[src/rtl/rkgf_pkg.sv]
// rkgf_pkg: shared types and constants for the red-keep grayscale filter
// no dependencies; imported by every module of the block
`default_nettype none

package rkgf_pkg;

   // luma weights in 1/256 units
   localparam logic [7:0] RED_WEIGHT   = 8'd54;
   localparam logic [7:0] GREEN_WEIGHT = 8'd183;
   localparam logic [7:0] BLUE_WEIGHT  = 8'd18;

   localparam logic [7:0] HEADER_WORDS_RESET = 8'd18;
   localparam logic [7:0] COUNT_MAX          = 8'd255;

   // csr port geometry and register indexes
   localparam int unsigned CSR_ADDR_W = 3;
   localparam int unsigned CSR_DATA_W = 32;
   localparam logic        REG_HEADER_WORDS = 1'b0;

   typedef logic [31:0] pixel_type;

   typedef struct packed {
      pixel_type upper;
      pixel_type lower;
      logic      last;
   } beat_type;

endpackage

`default_nettype wire

[src/rtl/rkgf_req_if.sv]
// rkgf_req_if: input beat channel, two ARGB pixels and an end-of-frame flag
// depends on rkgf_pkg for the pixel type
`default_nettype none

interface rkgf_req_if;
   import rkgf_pkg::*;

   logic      valid;
   logic      ready;
   pixel_type upper_pixel;
   pixel_type lower_pixel;
   logic      frame_end;

   modport source (output valid, upper_pixel, lower_pixel, frame_end, input ready);
   modport sink   (input valid, upper_pixel, lower_pixel, frame_end, output ready);
endinterface

`default_nettype wire

[src/rtl/rkgf_rsp_if.sv]
// rkgf_rsp_if: result beat channel, two filtered ARGB pixels and end flag
// depends on rkgf_pkg for the pixel type
`default_nettype none

interface rkgf_rsp_if;
   import rkgf_pkg::*;

   logic      valid;
   logic      ready;
   pixel_type upper_result;
   pixel_type lower_result;
   logic      result_end;

   modport source (output valid, upper_result, lower_result, result_end, input ready);
   modport sink   (input valid, upper_result, lower_result, result_end, output ready);
endinterface

`default_nettype wire

[src/rtl/rkgf_csr.sv]
// rkgf_csr: apb-style register port holding header_words
// depends on rkgf_pkg for address width and register indexes
`default_nettype none

module rkgf_csr (
   input  wire logic                            clock,
   input  wire logic                            reset,
   input  wire logic                            csr_psel,
   input  wire logic                            csr_penable,
   input  wire logic                            csr_pwrite,
   input  wire logic [rkgf_pkg::CSR_ADDR_W-1:0] csr_paddr,
   input  wire logic [rkgf_pkg::CSR_DATA_W-1:0] csr_pwdata,
   output logic      [rkgf_pkg::CSR_DATA_W-1:0] csr_prdata,
   output logic                                 csr_pready,
   output logic      [7:0]                      header_words
);
   import rkgf_pkg::*;

   logic [7:0] header_words_ff;
   logic [7:0] header_words_in;
   logic       wr_hit;

   assign csr_pready = 1'b1;

   // register index is the word address; anything above index 0 misses
   assign wr_hit = csr_psel && csr_penable && csr_pwrite && csr_pready
                   && (csr_paddr[2] == REG_HEADER_WORDS);

   always_comb begin
      header_words_in = header_words_ff;
      if (wr_hit) begin
         header_words_in = csr_pwdata[7:0];
      end
   end

   always_ff @(posedge clock) begin
      if (reset) begin
         header_words_ff <= HEADER_WORDS_RESET;
      end else begin
         header_words_ff <= header_words_in;
      end
   end

   always_comb begin
      csr_prdata = '0;
      unique case (csr_paddr[2])
         REG_HEADER_WORDS: csr_prdata = {{(CSR_DATA_W-8){1'b0}}, header_words_ff};
         default:          csr_prdata = '0;
      endcase
   end

   assign header_words = header_words_ff;

endmodule

`default_nettype wire

[src/rtl/rkgf_pixel.sv]
// rkgf_pixel: grayscale conversion of one ARGB pixel, red-dominant pixels kept
// depends on rkgf_pkg for the luma weights
`default_nettype none

module rkgf_pixel (
   input  wire logic                 filter_en,
   input  wire rkgf_pkg::pixel_type  pixel_in,
   output rkgf_pkg::pixel_type       pixel_out
);
   import rkgf_pkg::*;

   logic [7:0]  alpha, red, green, blue;
   logic [15:0] red_prod, green_prod, blue_prod;
   logic [8:0]  gray_sum;
   logic [7:0]  gray;
   logic        to_gray;

   assign alpha = pixel_in[31:24];
   assign red   = pixel_in[23:16];
   assign green = pixel_in[15:8];
   assign blue  = pixel_in[7:0];

   assign red_prod   = red   * RED_WEIGHT;
   assign green_prod = green * GREEN_WEIGHT;
   assign blue_prod  = blue  * BLUE_WEIGHT;

   // each product truncated on its own before the sum
   assign gray_sum = {1'b0, red_prod[15:8]} + {1'b0, green_prod[15:8]}
                     + {1'b0, blue_prod[15:8]};
   assign gray     = gray_sum[7:0];

   assign to_gray = filter_en && ((red < green) || (red < blue));

   assign pixel_out = to_gray ? {alpha, gray, gray, gray} : pixel_in;

endmodule

`default_nettype wire

[src/rtl/red_keep_grayscale_filter_unit.sv]
// red_keep_grayscale_filter_unit: top level, input register, pixel filters, result register
// depends on rkgf_pkg, rkgf_req_if, rkgf_rsp_if, rkgf_csr and rkgf_pixel
// a beat accepted into the input register passes the pixel filters into the result register, which drives rsp_bus
// throughput: one beat per cycle, the two-stage valid/ready pipeline fills under stall
// the header check is taken at acceptance against the 8-bit saturating word counter
// reset: synchronous, clears stage valids and the word counter, header_words back to 18
`default_nettype none

module red_keep_grayscale_filter_unit (
   input  wire logic                            clock,
   input  wire logic                            reset,
   rkgf_req_if.sink                             req_bus,
   rkgf_rsp_if.source                           rsp_bus,
   input  wire logic                            csr_psel,
   input  wire logic                            csr_penable,
   input  wire logic                            csr_pwrite,
   input  wire logic [rkgf_pkg::CSR_ADDR_W-1:0] csr_paddr,
   input  wire logic [rkgf_pkg::CSR_DATA_W-1:0] csr_pwdata,
   output logic      [rkgf_pkg::CSR_DATA_W-1:0] csr_prdata,
   output logic                                 csr_pready
);
   import rkgf_pkg::*;

   logic [7:0] header_words;

   logic       req_accept, rsp_accept, s1_advance;

   logic [7:0] word_count_ff, word_count_in;
   logic       s1_valid_ff, s1_valid_in;
   beat_type   s1_beat_ff, s1_beat_in;
   logic       s1_filter_ff, s1_filter_in;
   logic       rsp_valid_ff, rsp_valid_in;
   beat_type   rsp_beat_ff, rsp_beat_in;
   pixel_type  upper_filt, lower_filt;

   rkgf_csr u_csr (
      .clock        (clock),
      .reset        (reset),
      .csr_psel     (csr_psel),
      .csr_penable  (csr_penable),
      .csr_pwrite   (csr_pwrite),
      .csr_paddr    (csr_paddr),
      .csr_pwdata   (csr_pwdata),
      .csr_prdata   (csr_prdata),
      .csr_pready   (csr_pready),
      .header_words (header_words)
   );

   assign s1_advance    = s1_valid_ff && (!rsp_valid_ff || rsp_bus.ready);
   assign req_bus.ready = !s1_valid_ff || s1_advance;
   assign req_accept    = req_bus.valid && req_bus.ready;
   assign rsp_accept    = rsp_valid_ff && rsp_bus.ready;

   // word counter, saturating, cleared after the last beat of a frame
   always_comb begin
      word_count_in = word_count_ff;
      if (req_accept) begin
         if (req_bus.frame_end) begin
            word_count_in = '0;
         end else if (word_count_ff != COUNT_MAX) begin
            word_count_in = word_count_ff + 8'd1;
         end
      end
   end

   always_comb begin
      s1_valid_in  = s1_valid_ff;
      s1_beat_in   = s1_beat_ff;
      s1_filter_in = s1_filter_ff;
      if (req_accept) begin
         s1_valid_in  = 1'b1;
         s1_beat_in   = '{upper: req_bus.upper_pixel, lower: req_bus.lower_pixel,
                          last: req_bus.frame_end};
         s1_filter_in = (word_count_ff >= header_words);
      end else if (s1_advance) begin
         s1_valid_in = 1'b0;
      end
   end

   rkgf_pixel u_upper (
      .filter_en (s1_filter_ff),
      .pixel_in  (s1_beat_ff.upper),
      .pixel_out (upper_filt)
   );

   rkgf_pixel u_lower (
      .filter_en (s1_filter_ff),
      .pixel_in  (s1_beat_ff.lower),
      .pixel_out (lower_filt)
   );

   always_comb begin
      rsp_valid_in = rsp_valid_ff;
      rsp_beat_in  = rsp_beat_ff;
      if (s1_advance) begin
         rsp_valid_in = 1'b1;
         rsp_beat_in  = '{upper: upper_filt, lower: lower_filt, last: s1_beat_ff.last};
      end else if (rsp_accept) begin
         rsp_valid_in = 1'b0;
      end
   end

   always_ff @(posedge clock) begin
      if (reset) begin
         word_count_ff <= '0;
         s1_valid_ff   <= 1'b0;
         rsp_valid_ff  <= 1'b0;
      end else begin
         word_count_ff <= word_count_in;
         s1_valid_ff   <= s1_valid_in;
         rsp_valid_ff  <= rsp_valid_in;
      end
   end

   always_ff @(posedge clock) begin
      s1_beat_ff   <= s1_beat_in;
      s1_filter_ff <= s1_filter_in;
      rsp_beat_ff  <= rsp_beat_in;
   end

   assign rsp_bus.valid        = rsp_valid_ff;
   assign rsp_bus.upper_result = rsp_beat_ff.upper;
   assign rsp_bus.lower_result = rsp_beat_ff.lower;
   assign rsp_bus.result_end   = rsp_beat_ff.last;

   a_count_clear: assert property (@(posedge clock) disable iff (reset)
      (req_accept && req_bus.frame_end) |=> (word_count_ff == 8'd0))
      else $error("word counter not cleared after last beat");

   a_count_step: assert property (@(posedge clock) disable iff (reset)
      (req_accept && !req_bus.frame_end && (word_count_ff != COUNT_MAX))
      |=> (word_count_ff == $past(word_count_ff) + 8'd1))
      else $error("word counter did not advance");

   a_filter_flag: assert property (@(posedge clock) disable iff (reset)
      req_accept |=> (s1_filter_ff == ($past(word_count_ff) >= $past(header_words))))
      else $error("header check captured wrong");

   a_s1_hold: assert property (@(posedge clock) disable iff (reset)
      (s1_valid_ff && !s1_advance) |=> (s1_valid_ff && $stable(s1_beat_ff)))
      else $error("stalled input stage lost its beat");

   a_no_overrun: assert property (@(posedge clock) disable iff (reset)
      (rsp_valid_ff && !rsp_bus.ready) |-> !s1_advance)
      else $error("result register overwritten while stalled");

endmodule

`default_nettype wire
[src/flat_wrapper.sv]
// flat-port wrapper written by rule: the top's interface ports become plain ports
module red_keep_grayscale_filter_unit_flat import rkgf_pkg::*;
  (clock, reset, csr_psel, csr_penable, csr_pwrite, csr_paddr, csr_pwdata, csr_prdata, csr_pready, req_bus_valid, req_bus_upper_pixel, req_bus_lower_pixel, req_bus_frame_end, req_bus_ready, rsp_bus_valid, rsp_bus_upper_result, rsp_bus_lower_result, rsp_bus_result_end, rsp_bus_ready);
  rkgf_req_if req_bus_i ();
  rkgf_rsp_if rsp_bus_i ();
  input  wire logic clock;
  input  wire logic reset;
  input  wire logic csr_psel;
  input  wire logic csr_penable;
  input  wire logic csr_pwrite;
  input  wire logic [rkgf_pkg::CSR_ADDR_W-1:0] csr_paddr;
  input  wire logic [rkgf_pkg::CSR_DATA_W-1:0] csr_pwdata;
  output logic      [rkgf_pkg::CSR_DATA_W-1:0] csr_prdata;
  output logic csr_pready;
  input wire logic [$bits(req_bus_i.valid)-1:0] req_bus_valid;
  input wire logic [$bits(req_bus_i.upper_pixel)-1:0] req_bus_upper_pixel;
  input wire logic [$bits(req_bus_i.lower_pixel)-1:0] req_bus_lower_pixel;
  input wire logic [$bits(req_bus_i.frame_end)-1:0] req_bus_frame_end;
  output wire logic [$bits(req_bus_i.ready)-1:0] req_bus_ready;
  output wire logic [$bits(rsp_bus_i.valid)-1:0] rsp_bus_valid;
  output wire logic [$bits(rsp_bus_i.upper_result)-1:0] rsp_bus_upper_result;
  output wire logic [$bits(rsp_bus_i.lower_result)-1:0] rsp_bus_lower_result;
  output wire logic [$bits(rsp_bus_i.result_end)-1:0] rsp_bus_result_end;
  input wire logic [$bits(rsp_bus_i.ready)-1:0] rsp_bus_ready;
  assign req_bus_i.valid = req_bus_valid;
  assign req_bus_i.upper_pixel = req_bus_upper_pixel;
  assign req_bus_i.lower_pixel = req_bus_lower_pixel;
  assign req_bus_i.frame_end = req_bus_frame_end;
  assign req_bus_ready = req_bus_i.ready;
  assign rsp_bus_valid = rsp_bus_i.valid;
  assign rsp_bus_upper_result = rsp_bus_i.upper_result;
  assign rsp_bus_lower_result = rsp_bus_i.lower_result;
  assign rsp_bus_result_end = rsp_bus_i.result_end;
  assign rsp_bus_i.ready = rsp_bus_ready;
  red_keep_grayscale_filter_unit u_core (.clock(clock), .reset(reset), .req_bus(req_bus_i), .rsp_bus(rsp_bus_i), .csr_psel(csr_psel), .csr_penable(csr_penable), .csr_pwrite(csr_pwrite), .csr_paddr(csr_paddr), .csr_pwdata(csr_pwdata), .csr_prdata(csr_prdata), .csr_pready(csr_pready));
endmodule
[config.mk]
export PLATFORM = sky130hd
export DESIGN_NAME = red_keep_grayscale_filter_unit_flat
export DESIGN_NICKNAME = d
export VERILOG_FILES = /design/src/rtl/rkgf_pkg.sv /design/src/rtl/rkgf_req_if.sv /design/src/rtl/rkgf_rsp_if.sv /design/src/rtl/rkgf_csr.sv /design/src/rtl/rkgf_pixel.sv /design/src/rtl/red_keep_grayscale_filter_unit.sv /design/src/flat_wrapper.sv
export SDC_FILE = /design/constraint.sdc
export NUM_CORES = 1
export LEC_CHECK = 0
export BUFFER_PORTS_ARGS = -buffer_cell sky130_fd_sc_hd__buf_4
export CAP_MARGIN = 30
export CORE_MARGIN = 3
export CORE_UTILIZATION = 55
export CTS_CLUSTER_SIZE = 10
export DETAILED_ROUTE_END_ITERATION = 7
export GPL_TIMING_DRIVEN = 0
export PLACE_DENSITY = 0.91
export SLEW_MARGIN = 20
export SYNTH_ARGS = -nofsm -noshare
export SYNTH_HDL_FRONTEND = slang
export SYNTH_SLANG_ARGS = --single-unit
[constraint.sdc]
create_clock -name clock -period 13.85 [get_ports clock]
set_input_delay 3.4625 -clock clock [delete_from_list [all_inputs] [get_ports clock]]
set_output_delay 3.4625 -clock clock [all_outputs]
set_load 0.01 [all_outputs]
* After elaboration in Yosys (flattened, before gate mapping) *
Cells that the tools add are included.

storage, ports and cells
  bits in registers = 149
  input bits = 107
  output and inout port bits = 100
  word-level logic and storage cells = 56

cells by class
  $add $sub $neg = 5
  $mul = 6
  order comparisons = 5
  eq/ne operators = 1
  mux-type cells = 9
  bitwise logic cells = 1
  reductions and logical operators = 18

operators with widths
  kind                    count
  $mux W24                2
  $lt A8 B8 Y1            4
  $mul A8 B8 Y16 const B  2
  $mul A8 B5 Y13 const B  2
  $mul A8 B4 Y12 const B  2
  $mux W8                 3
  $add A6 B8 Y8           2
  $add A8 B5 Y8           2
  $add A8 B1 Y8 const B   1
  $ge A8 B8 Y1            1
  $logic_and A1 B1 Y1     8
  $ne A8 B8 Y1 const B    1
  $reduce_bool A2 Y1      3
  $logic_or A1 B1 Y1      4
  $mux W1                 4
  $logic_not A1 Y1        2
  $reduce_and A2 Y1       1
  $not A1 Y1              1

* Longest topological paths before layout *
Gate-level depths: netlist of the first run.

  word-level depth = 6
  mapped depth = 26
  gate-level depth less buffers = 26

* Modules after synthesis *
A second synthesis of the first run with hierarchy kept.

unflattened totals
  cells, all modules = 1057
  area total of the unflattened synthesis = 11842.6 um2

modules (own cells, without submodules)
  module                          instances  cells each  area each (um2)  seq. area each (um2)
  red_keep_grayscale_filter_unit  1          218         4662.0           4134.0
  rkgf_pixel (u_core.u_upper)     1          390         3290.7           0.0
  rkgf_pixel (u_core.u_lower)     1          379         3269.4           0.0
  rkgf_csr                        1          70          620.6            160.2

* Least setup slack after synthesis of the first run *
OpenSTA, ideal clock, no wires.

  path kind = input -> register
  start = input port rsp_bus_ready
  end = register u_core.word_count_ff[5]
  setup time = 0.120 ns
  arrival = 8.219 ns
  data required time = 13.730 ns
  setup slack = 5.512 ns
  stages on the path = 7
  buffers on the path = 0
  path through = nor2b_1 a21oi_1 o41ai_2 nor2_1 nand3_1 xor2_1 nor2_1

on the way
  cells in the longest elaborated chain, start to end = 5

RTL lines
  what                                line                                   source
  start, declared                     flat_wrapper.sv:24                     input wire logic [$bits(rsp_bus_i.ready)-1:0] rsp_bus_ready;
  $logic_or A1 B1 Y1                  red_keep_grayscale_filter_unit.sv:49   assign s1_advance = s1_valid_ff && (!rsp_valid_ff || rsp_bus.ready);
  $logic_and A1 B1 Y1                 red_keep_grayscale_filter_unit.sv:49
  $logic_or A1 B1 Y1                  red_keep_grayscale_filter_unit.sv:50   assign req_bus.ready = !s1_valid_ff || s1_advance;
  $logic_and A1 B1 Y1                 red_keep_grayscale_filter_unit.sv:51   assign req_accept = req_bus.valid && req_bus.ready;
  net u_core.req_accept               red_keep_grayscale_filter_unit.sv:26   logic req_accept, rsp_accept, s1_advance;
  $reduce_and A2 Y1 (no source line)  -
  end signal, assigned                red_keep_grayscale_filter_unit.sv:109  word_count_ff <= word_count_in;
  end, declared                       red_keep_grayscale_filter_unit.sv:28   logic [7:0] word_count_ff, word_count_in;

The timed path passes the listed nets, and every way through them passes these cells.
A chain may end at the register's enable or synchronous reset.

* Final worst setup path of the first run *
  start = input port rsp_bus_ready
  end = output port req_bus_ready

on the way
  cells in the longest elaborated chain, start to end = 3

RTL lines
  what                 line                                  source
  $logic_or A1 B1 Y1   red_keep_grayscale_filter_unit.sv:49
  $logic_and A1 B1 Y1  red_keep_grayscale_filter_unit.sv:49
  $logic_or A1 B1 Y1   red_keep_grayscale_filter_unit.sv:50
  end, declared        flat_wrapper.sv:19                    output wire logic [$bits(req_bus_i.ready)-1:0] req_bus_ready;

No other way between the ends.

==> metrics.yaml, run 1 <==
cts_buffers: 17
die-area_sq_mm: 0.0224
crit_arrival_ns: 4.28
synth_flop_cell: "edfxtp_1"
routedWlPerCell_um: 17.5
grt_first_pass_wirelength_um: 41500
syn_inst: 986
p_switching_mw: 1.17
via_count: 7838
ys_types: 51
ctsHoldBuffers: 0
wl_met1_um: 10300
cpMostUsedCell: "buf_4"
slowest_stage: "nor2b_1"
skew_ns: 0.00921
drtPass1Iterations: 5
ys_warn_count: 0
syn_to_final_growth_pct: 20.6
final_common_cell: "ha_1"
pwr-share-comb_pct: 59.3
drc: 0
place_inst: 1433
critPathMaxStageDelay_ns: 0.40
antennaDiodeCount: 0
grt_overflow_total: 0
via_per_inst: 5.35
core.rowCount: 51
layout_common_cells: "199 x ha_1, 190 x inv_1, 179 x buf_4"
ys_seq_area_share_pct: 37.8
synth-seq-cells: 149
clockBufferDepth: 2
required_ns: 10.39
holdCritPathClass: "reg -> reg"
finalCritPeriodShare_pct: 55.9
hold_viol: 0
post_cts_resized: 0
start_util_pct: 57.2
swShare_pct: 42.2
antenna_left: 0
cts_setup_buffers: 0
critPathBufInv: 2
io_pins: 207
route.met3.wl_um: 2120
core_sq_mm: 0.0198
startpoint_type: "primary input"
fmax_mhz: 129
synthArstFlopShare_pct: 0
power.leakage_nw: 6.68
powerDensity_mw_per_mm2: 203
wl_met2_um: 12500
cts.clk_slew.worst_paths_ns: 0.07
crit_type: "in -> out"
total_power_mw: 2.77
peakVddDrop_mv: 0.202
crit_family: "simple AND/OR/NAND/NOR gates"
ctsHtreeMaxLevel: 4
clock-sinks: 149
drtIter0Drc: 420
setup_tns_ns: 0
max_slew_margin_pct: 51.3
clock-root-buffer: "clkbuf_16"
tightest_slew_ns: 0.728
power_frac_clock_pct: 17.1
grt_max_degree: 27
highest_layer: "met5"
port_buffers: 154
fin_cells: 1465
grt_use_total_pct: 23.8
outcome: "finished clean"
critPathMaxFanout: 4
finalSetupViolCount: 0
cts_tree: "built"
drv_slew: 0
pwr-share-seq_pct: 23.6
cp-end-kind: "output port"
syn_area_sq_mm: 0.0113
internal-power_mw: 1.60
grt_pass1_vias: 8463
grt_antenna_before_repair: 1
placed_area_sq_mm: 0.0131
fin_nets: 1557
die_w_um: 150
fin_crit_ns: 7.74
place_hpwl_um: 20100
die_h_um: 150
maxCapViolCount: 0
gp_congestion: 0.855
synth_area_per_cell_sq_um: 11.5
rsz0062_at_grt: "no"
worstPathCellList: "buf_4, nor2b_1, nand2_1, buf_4"
fin_worst_hold_slack_ns: 0.423
drive_gt1_share_pct: 21.7
routed_wl_um: 25600
worstSkewPairLatency_ns: 0.43
synth_edf_count: 131
final_cell_area_sq_mm: 0.0137
stage by stage:
step	util, %	setup WS (ns)
CTS	68.9	6.12
global placement	65.1	3.32
floorplan	-	5.51
global route	68.9	6.06
detailed placement	65.9	6.12
finish	68.9	6.11
flip-flops by register name, indices dropped and copies added, names as in the netlist:
name                         flops
u_core.u_csr.header_words        8
u_core.rsp_bus.upper_result     32
u_core.rsp_bus.valid             1
u_core.s1_beat_ff               65
u_core.s1_valid_ff               1
u_core.word_count_ff             8
u_core.rsp_bus.lower_result     32
u_core.rsp_bus.result_end        1
u_core.s1_filter_ff              1
Yosys cell counts, types with 2 or more instances:
cell type / count / area share, %
ha_1: 199 / 22
inv_1: 190 / 6.3
edfxtp_1: 131 / 35
fa_1: 64 / 11
a21oi_1: 43 / 1.9
nor2_1: 40 / 1.3
o21ai_0: 31 / 1.4
nand2_1: 30 / 0.99
a21o_1: 27 / 1.8
xnor2_1: 26 / 2.0
xor2_1: 26 / 2.0
buf_4: 25 / 1.7
mux2_2: 21 / 2.1
dfxtp_1: 18 / 3.2
o21a_1: 14 / 0.93
nor2b_1: 9 / 0.50
nor3_1: 9 / 0.40
mux2i_1: 6 / 0.53
nand2b_1: 6 / 0.33
nand4_1: 6 / 0.33
o21bai_1: 6 / 0.40
a211oi_1: 5 / 0.33
or2_2: 5 / 0.28
buf_2: 4 / 0.18
clkbuf_1: 4 / 0.13
nand3_1: 4 / 0.18
a211o_1: 3 / 0.23
and2_1: 3 / 0.17
a2111oi_0: 2 / 0.15
a2111oi_2: 2 / 0.26
a31oi_1: 2 / 0.11
a41o_1: 2 / 0.18
conb_1: 2 / 0.066
o2111ai_1: 2 / 0.15
o31ai_1: 2 / 0.13
o41ai_2: 2 / 0.29
layer usage:
layer  global-route usage (%)  vias up
met5                        0        -
met4                     7.96        2
met3                     6.72       63
met2                     40.6      312
met1                     29.1     3734
li1                         -     3727
worst reg2reg max path, delay by kind of cell, from the launching register on:
| family | cells | cell delay [ns] |
|---|---|---|
| adder cells (fa/ha/maj) | 8 | 2.85 |
| AO/OA/AOI/OAI | 8 | 1.64 |
| flip-flops | 1 | 0.56 |
| XOR/XNOR | 3 | 0.50 |
| AND/OR/NAND/NOR | 3 | 0.42 |
| multiplexers | 1 | 0.30 |
| buffers and inverters | 3 | 0.14 |
worst paths after layout:
check / end / startpoint / depth (start not counted) / slack, ns
max: req_bus_ready / rsp_bus_ready / 4 / 6.11
min reg2reg: u_core.rsp_bus.upper_result[30] / u_core.s1_beat_ff[63] / 0 / 0.42
min: u_core.rsp_bus.upper_result[30] / u_core.s1_beat_ff[63] / 0 / 0.42
max reg2reg: u_core.rsp_bus.upper_result[7] / u_core.s1_beat_ff[41] / 26 / 7.20
power groups by stage:
stage               clock (mW)  sequential [mW]  combinational [mW]
finish                   0.476            0.654                1.64
global route             0.500            0.660                1.84
CTS                      0.482            0.654                1.64
detailed placement           0            0.662                1.61
global placement             0            0.663                1.54
floorplan                    0            0.681                1.15
layout make-up:
| type | instances | area (sq um) |
|---|---|---|
| Buffer | 33 | 223 |
| Timing Repair Buffer | 159 | 1290 |
| Clock buffer | 17 | 425 |
| Sequential cell | 149 | 4290 |
| Fill cell | 1347 | 6160 |
| Inverter | 190 | 713 |
| Clock inverter | 15 | 186 |
| Tap cell | 265 | 332 |
| Multi-Input combinational cell | 637 | 6220 |
cell families after synthesis:
kind of cell / count (synthesis) / synth area share (%)
adders and majority gates: 263 / 33.2
other: 2 / 0.0662
DFF: 149 / 37.8
and+or+nand+nor: 119 / 5.01
buffers and inverters: 223 / 8.25
muxes: 27 / 2.61
AOI/OAI and AO/OA: 151 / 8.97
xor gates and xnor gates: 52 / 4.01
Note: power is estimated with default switching activity, not from simulation.
==> run 2: changes to the inputs <==
Settings changed: ABC_AREA set to 1, CORE_UTILIZATION 55 to 52, PLACE_DENSITY 0.91 to 0.9.
Clock period 13.85 ns to 6.42 ns, I/O delays scaled along.
==> metrics.yaml, run 2 <==
grt_overflow_total: 0  # unchanged
peakVddDrop_mv: 0.385  # +91%
fin_crit_ns: 5.88
finalSetupViolCount: 0  # unchanged
start_util_pct: 53.1  # -4.1 points
fin_cells: 1825  # +25%
die-area_sq_mm: 0.0251  # +12%
setup_tns_ns: 0  # unchanged
via_per_inst: 5.15  # -3.8%
place_hpwl_um: 22500  # +12%
syn_to_final_growth_pct: 19.2
synth_flop_cell: "edfxtp_1"
drc: 0  # unchanged
core_sq_mm: 0.0228  # +15%
cts_buffers: 17  # unchanged
synthArstFlopShare_pct: 0  # unchanged
drv_slew: 0  # unchanged
r2r_start: "u_core.s1_beat_ff[42]"
cts_tree: "built"
hold_viol: 0  # unchanged
layout_common_cells: "310 x nand2_1, 258 x inv_1, 199 x ha_1"
ys_warn_count: 0  # unchanged
port_buffers: 154  # unchanged
ctsHtreeMaxLevel: 4  # unchanged
crit_type: "reg -> reg"
regMostFlops: "u_core.s1_beat_ff"
grt_max_degree: 55  # +100%
grt_antenna_before_repair: 0  # -1
critPathMaxStageDelay_ns: 0.56  # +0.16 ns
dp_slack_ns: 0.629  # -5.50 ns
yosysTopAreaCellShare_pct: 32.5  # -2.2 points
antenna_left: 0  # unchanged
cts.clk_slew.worst_paths_ns: 0.07  # about the same
power.leakage_nw: 7.52  # +13%
crit_family: "adder cells"
final_common_cell: "nand2_1"
rsz0062_at_grt: "no"
min_from: "u_core.s1_beat_ff[62]"
fin_worst_hold_slack_ns: 0.419  # -0.00413 ns
total_power_mw: 6.17  # +120%
critPathLaunch: "u_core.s1_beat_ff[42]"
clockBufferDepth: 2  # unchanged
synth_edf_count: 131  # unchanged
synthTopCellsByCount: "310 x nand2_1, 259 x inv_1, 199 x ha_1, 131 x edfxtp_1, 76 x a21oi_1"
routedWlPerCell_um: 15.4  # -12%
drive_gt1_share_pct: 15.5  # -6.1 points
regToRegSetupSlack_ns: 0.54  # -6.66 ns
hold_end: "u_core.rsp_bus.upper_result[29]"
core.rowCount: 55  # +7.8%
syn_area_sq_mm: 0.0121  # +6.6%
synth_area_leader_cell: "edfxtp_1"
grt_first_pass_wirelength_um: 45100  # +8.8%
hold_depth: 0  # unchanged
timing.rr.end: "u_core.rsp_bus.upper_result[15]"
drtIter0Drc: 647  # +54%
startpoint_type: "flop"
synth_area_per_cell_sq_um: 9.31  # -19%
synth_area_leaders: "edfxtp_1 33%, ha_1 21%, fa_1 11%"
antennaDiodeCount: 0  # unchanged
slowest_stage: "edfxtp_1"
routed_wl_um: 28000  # +9.4%
crit_arrival_ns: 6.06  # +1.78 ns
clock-root-buffer: "clkbuf_16"
ys_seq_area_share_pct: 35.5  # -2.3 points
critPathMaxFanout: 8  # +4
ctsHoldBuffers: 0  # unchanged
fin_nets: 1869  # +20%
outcome: "finished clean"
synth_most_common_cell: "nand2_1"
post_cts_resized: 0  # unchanged
grt_use_total_pct: 22.7  # -1.0 points
skew_ns: 0.0172  # +0.00797 ns
via_count: 9393  # +20%
ys_types: 32  # -37%
critPathBufInv: 4  # +2
worstSkewPairLatency_ns: 0.44  # about the same
place_inst: 1793  # +25%
gp_congestion: 0.945  # +11%
maxCapViolCount: 0  # unchanged
powerDensity_mw_per_mm2: 428  # +110%
largest_reg_flops: 65  # unchanged
clock-sinks: 149  # unchanged
finalCritPeriodShare_pct: 91.6
syn_inst: 1299  # +32%
required_ns: 6.60  # -3.79 ns
grt_pass1_vias: 9616  # +14%
reg2reg_depth: 26  # unchanged
die_h_um: 159  # +5.9%
cts_setup_buffers: 0  # unchanged
io_pins: 207  # unchanged
cp-end-kind: "flop"
holdCritPathClass: "reg -> reg"
die_w_um: 159  # +5.9%
fin_ws_ns: 0.539  # -5.57 ns
fmax_mhz: 170
synth-seq-cells: 149  # unchanged
cpMostUsedCell: "nand2_1"
drtPass1Iterations: 5  # unchanged
==> run 2: cell types whose count changed in the layout (fill, tap and decap cells not counted), moves of 7 or more <==
cell,previous run,this run
mux2_2,21,0
o21ai_0,31,23
nand2_1,30,310
nor2b_1,8,0
nand3_1,4,41
a21oi_1,42,75
a21o_1,27,7
o21a_1,14,7
inv_1,190,258
xnor2_1,26,8
==> run 2: logic make-up after synthesis <==
| kind of cell | after synthesis | share of synthesized area [%] |
|---|---|---|
| AOI/OAI and AO/OA | 136 | 6.38 |
| xor gates and xnor gates | 37 | 2.68 |
| adders and majority gates | 263 | 31.2 |
| buffers and inverters | 293 | 10.1 |
| DFF | 149 | 35.5 |
| other | 2 | 0.0621 |
| and+or+nand+nor | 419 | 14.1 |
==> run 2: metrics by stage <==
| stage | util, % | area (sq um) |
|---|---|---|
| after global routing | 63.3 | 14400 |
| after detailed placement | 60.8 | 13800 |
| after CTS | 63.3 | 14400 |
| after floorplan | - | 12200 |
| after global placement | 60.3 | 13700 |
| final | 63.3 | 14400 |
==> run 2: worst max path at each step <==
stage / to / slack [ns] / cells after the start
finish: u_core.rsp_bus.upper_result[15] / 0.54 / 26
CTS: u_core.rsp_bus.lower_result[23] / 0.59 / 22
floorplan: u_core.rsp_bus.lower_result[0] / 1.11 / 2
detailed placement: u_core.rsp_bus.lower_result[23] / 0.63 / 22
global placement: u_core.rsp_bus.upper_result[30] / -0.53 / 3
global route: u_core.rsp_bus.upper_result[15] / 0.27 / 26
==> run 2: power by group <==
part	internal [mW]	switching, mW
Combinational	1.50	2.33
Sequential	1.29	0.0729
Clock	0.542	0.436
==> run 2: area by class of cell <==
cell class	count	area (sq um)
flip-flops and latches	149	4290
clock inverters	15	141
inverters	262	988
well taps	313	392
repair buffers	158	1260
fillers	1797	8360
plain buffers	31	233
clock buffers	17	425
multi-input cells	880	6680
==> run 2: metal layers <==
layer | share of wire [%] | vias to the layer above | GRT usage, % | wire length, um
met5 | 0 | - | 0 | 0
met4 | 3.0 | 0 | 7.66 | 833
met3 | 5.0 | 67 | 3.83 | 1410
met2 | 53 | 341 | 42.2 | 14800
met1 | 39 | 4408 | 26.5 | 11000
li1 | - | 4577 | - | -
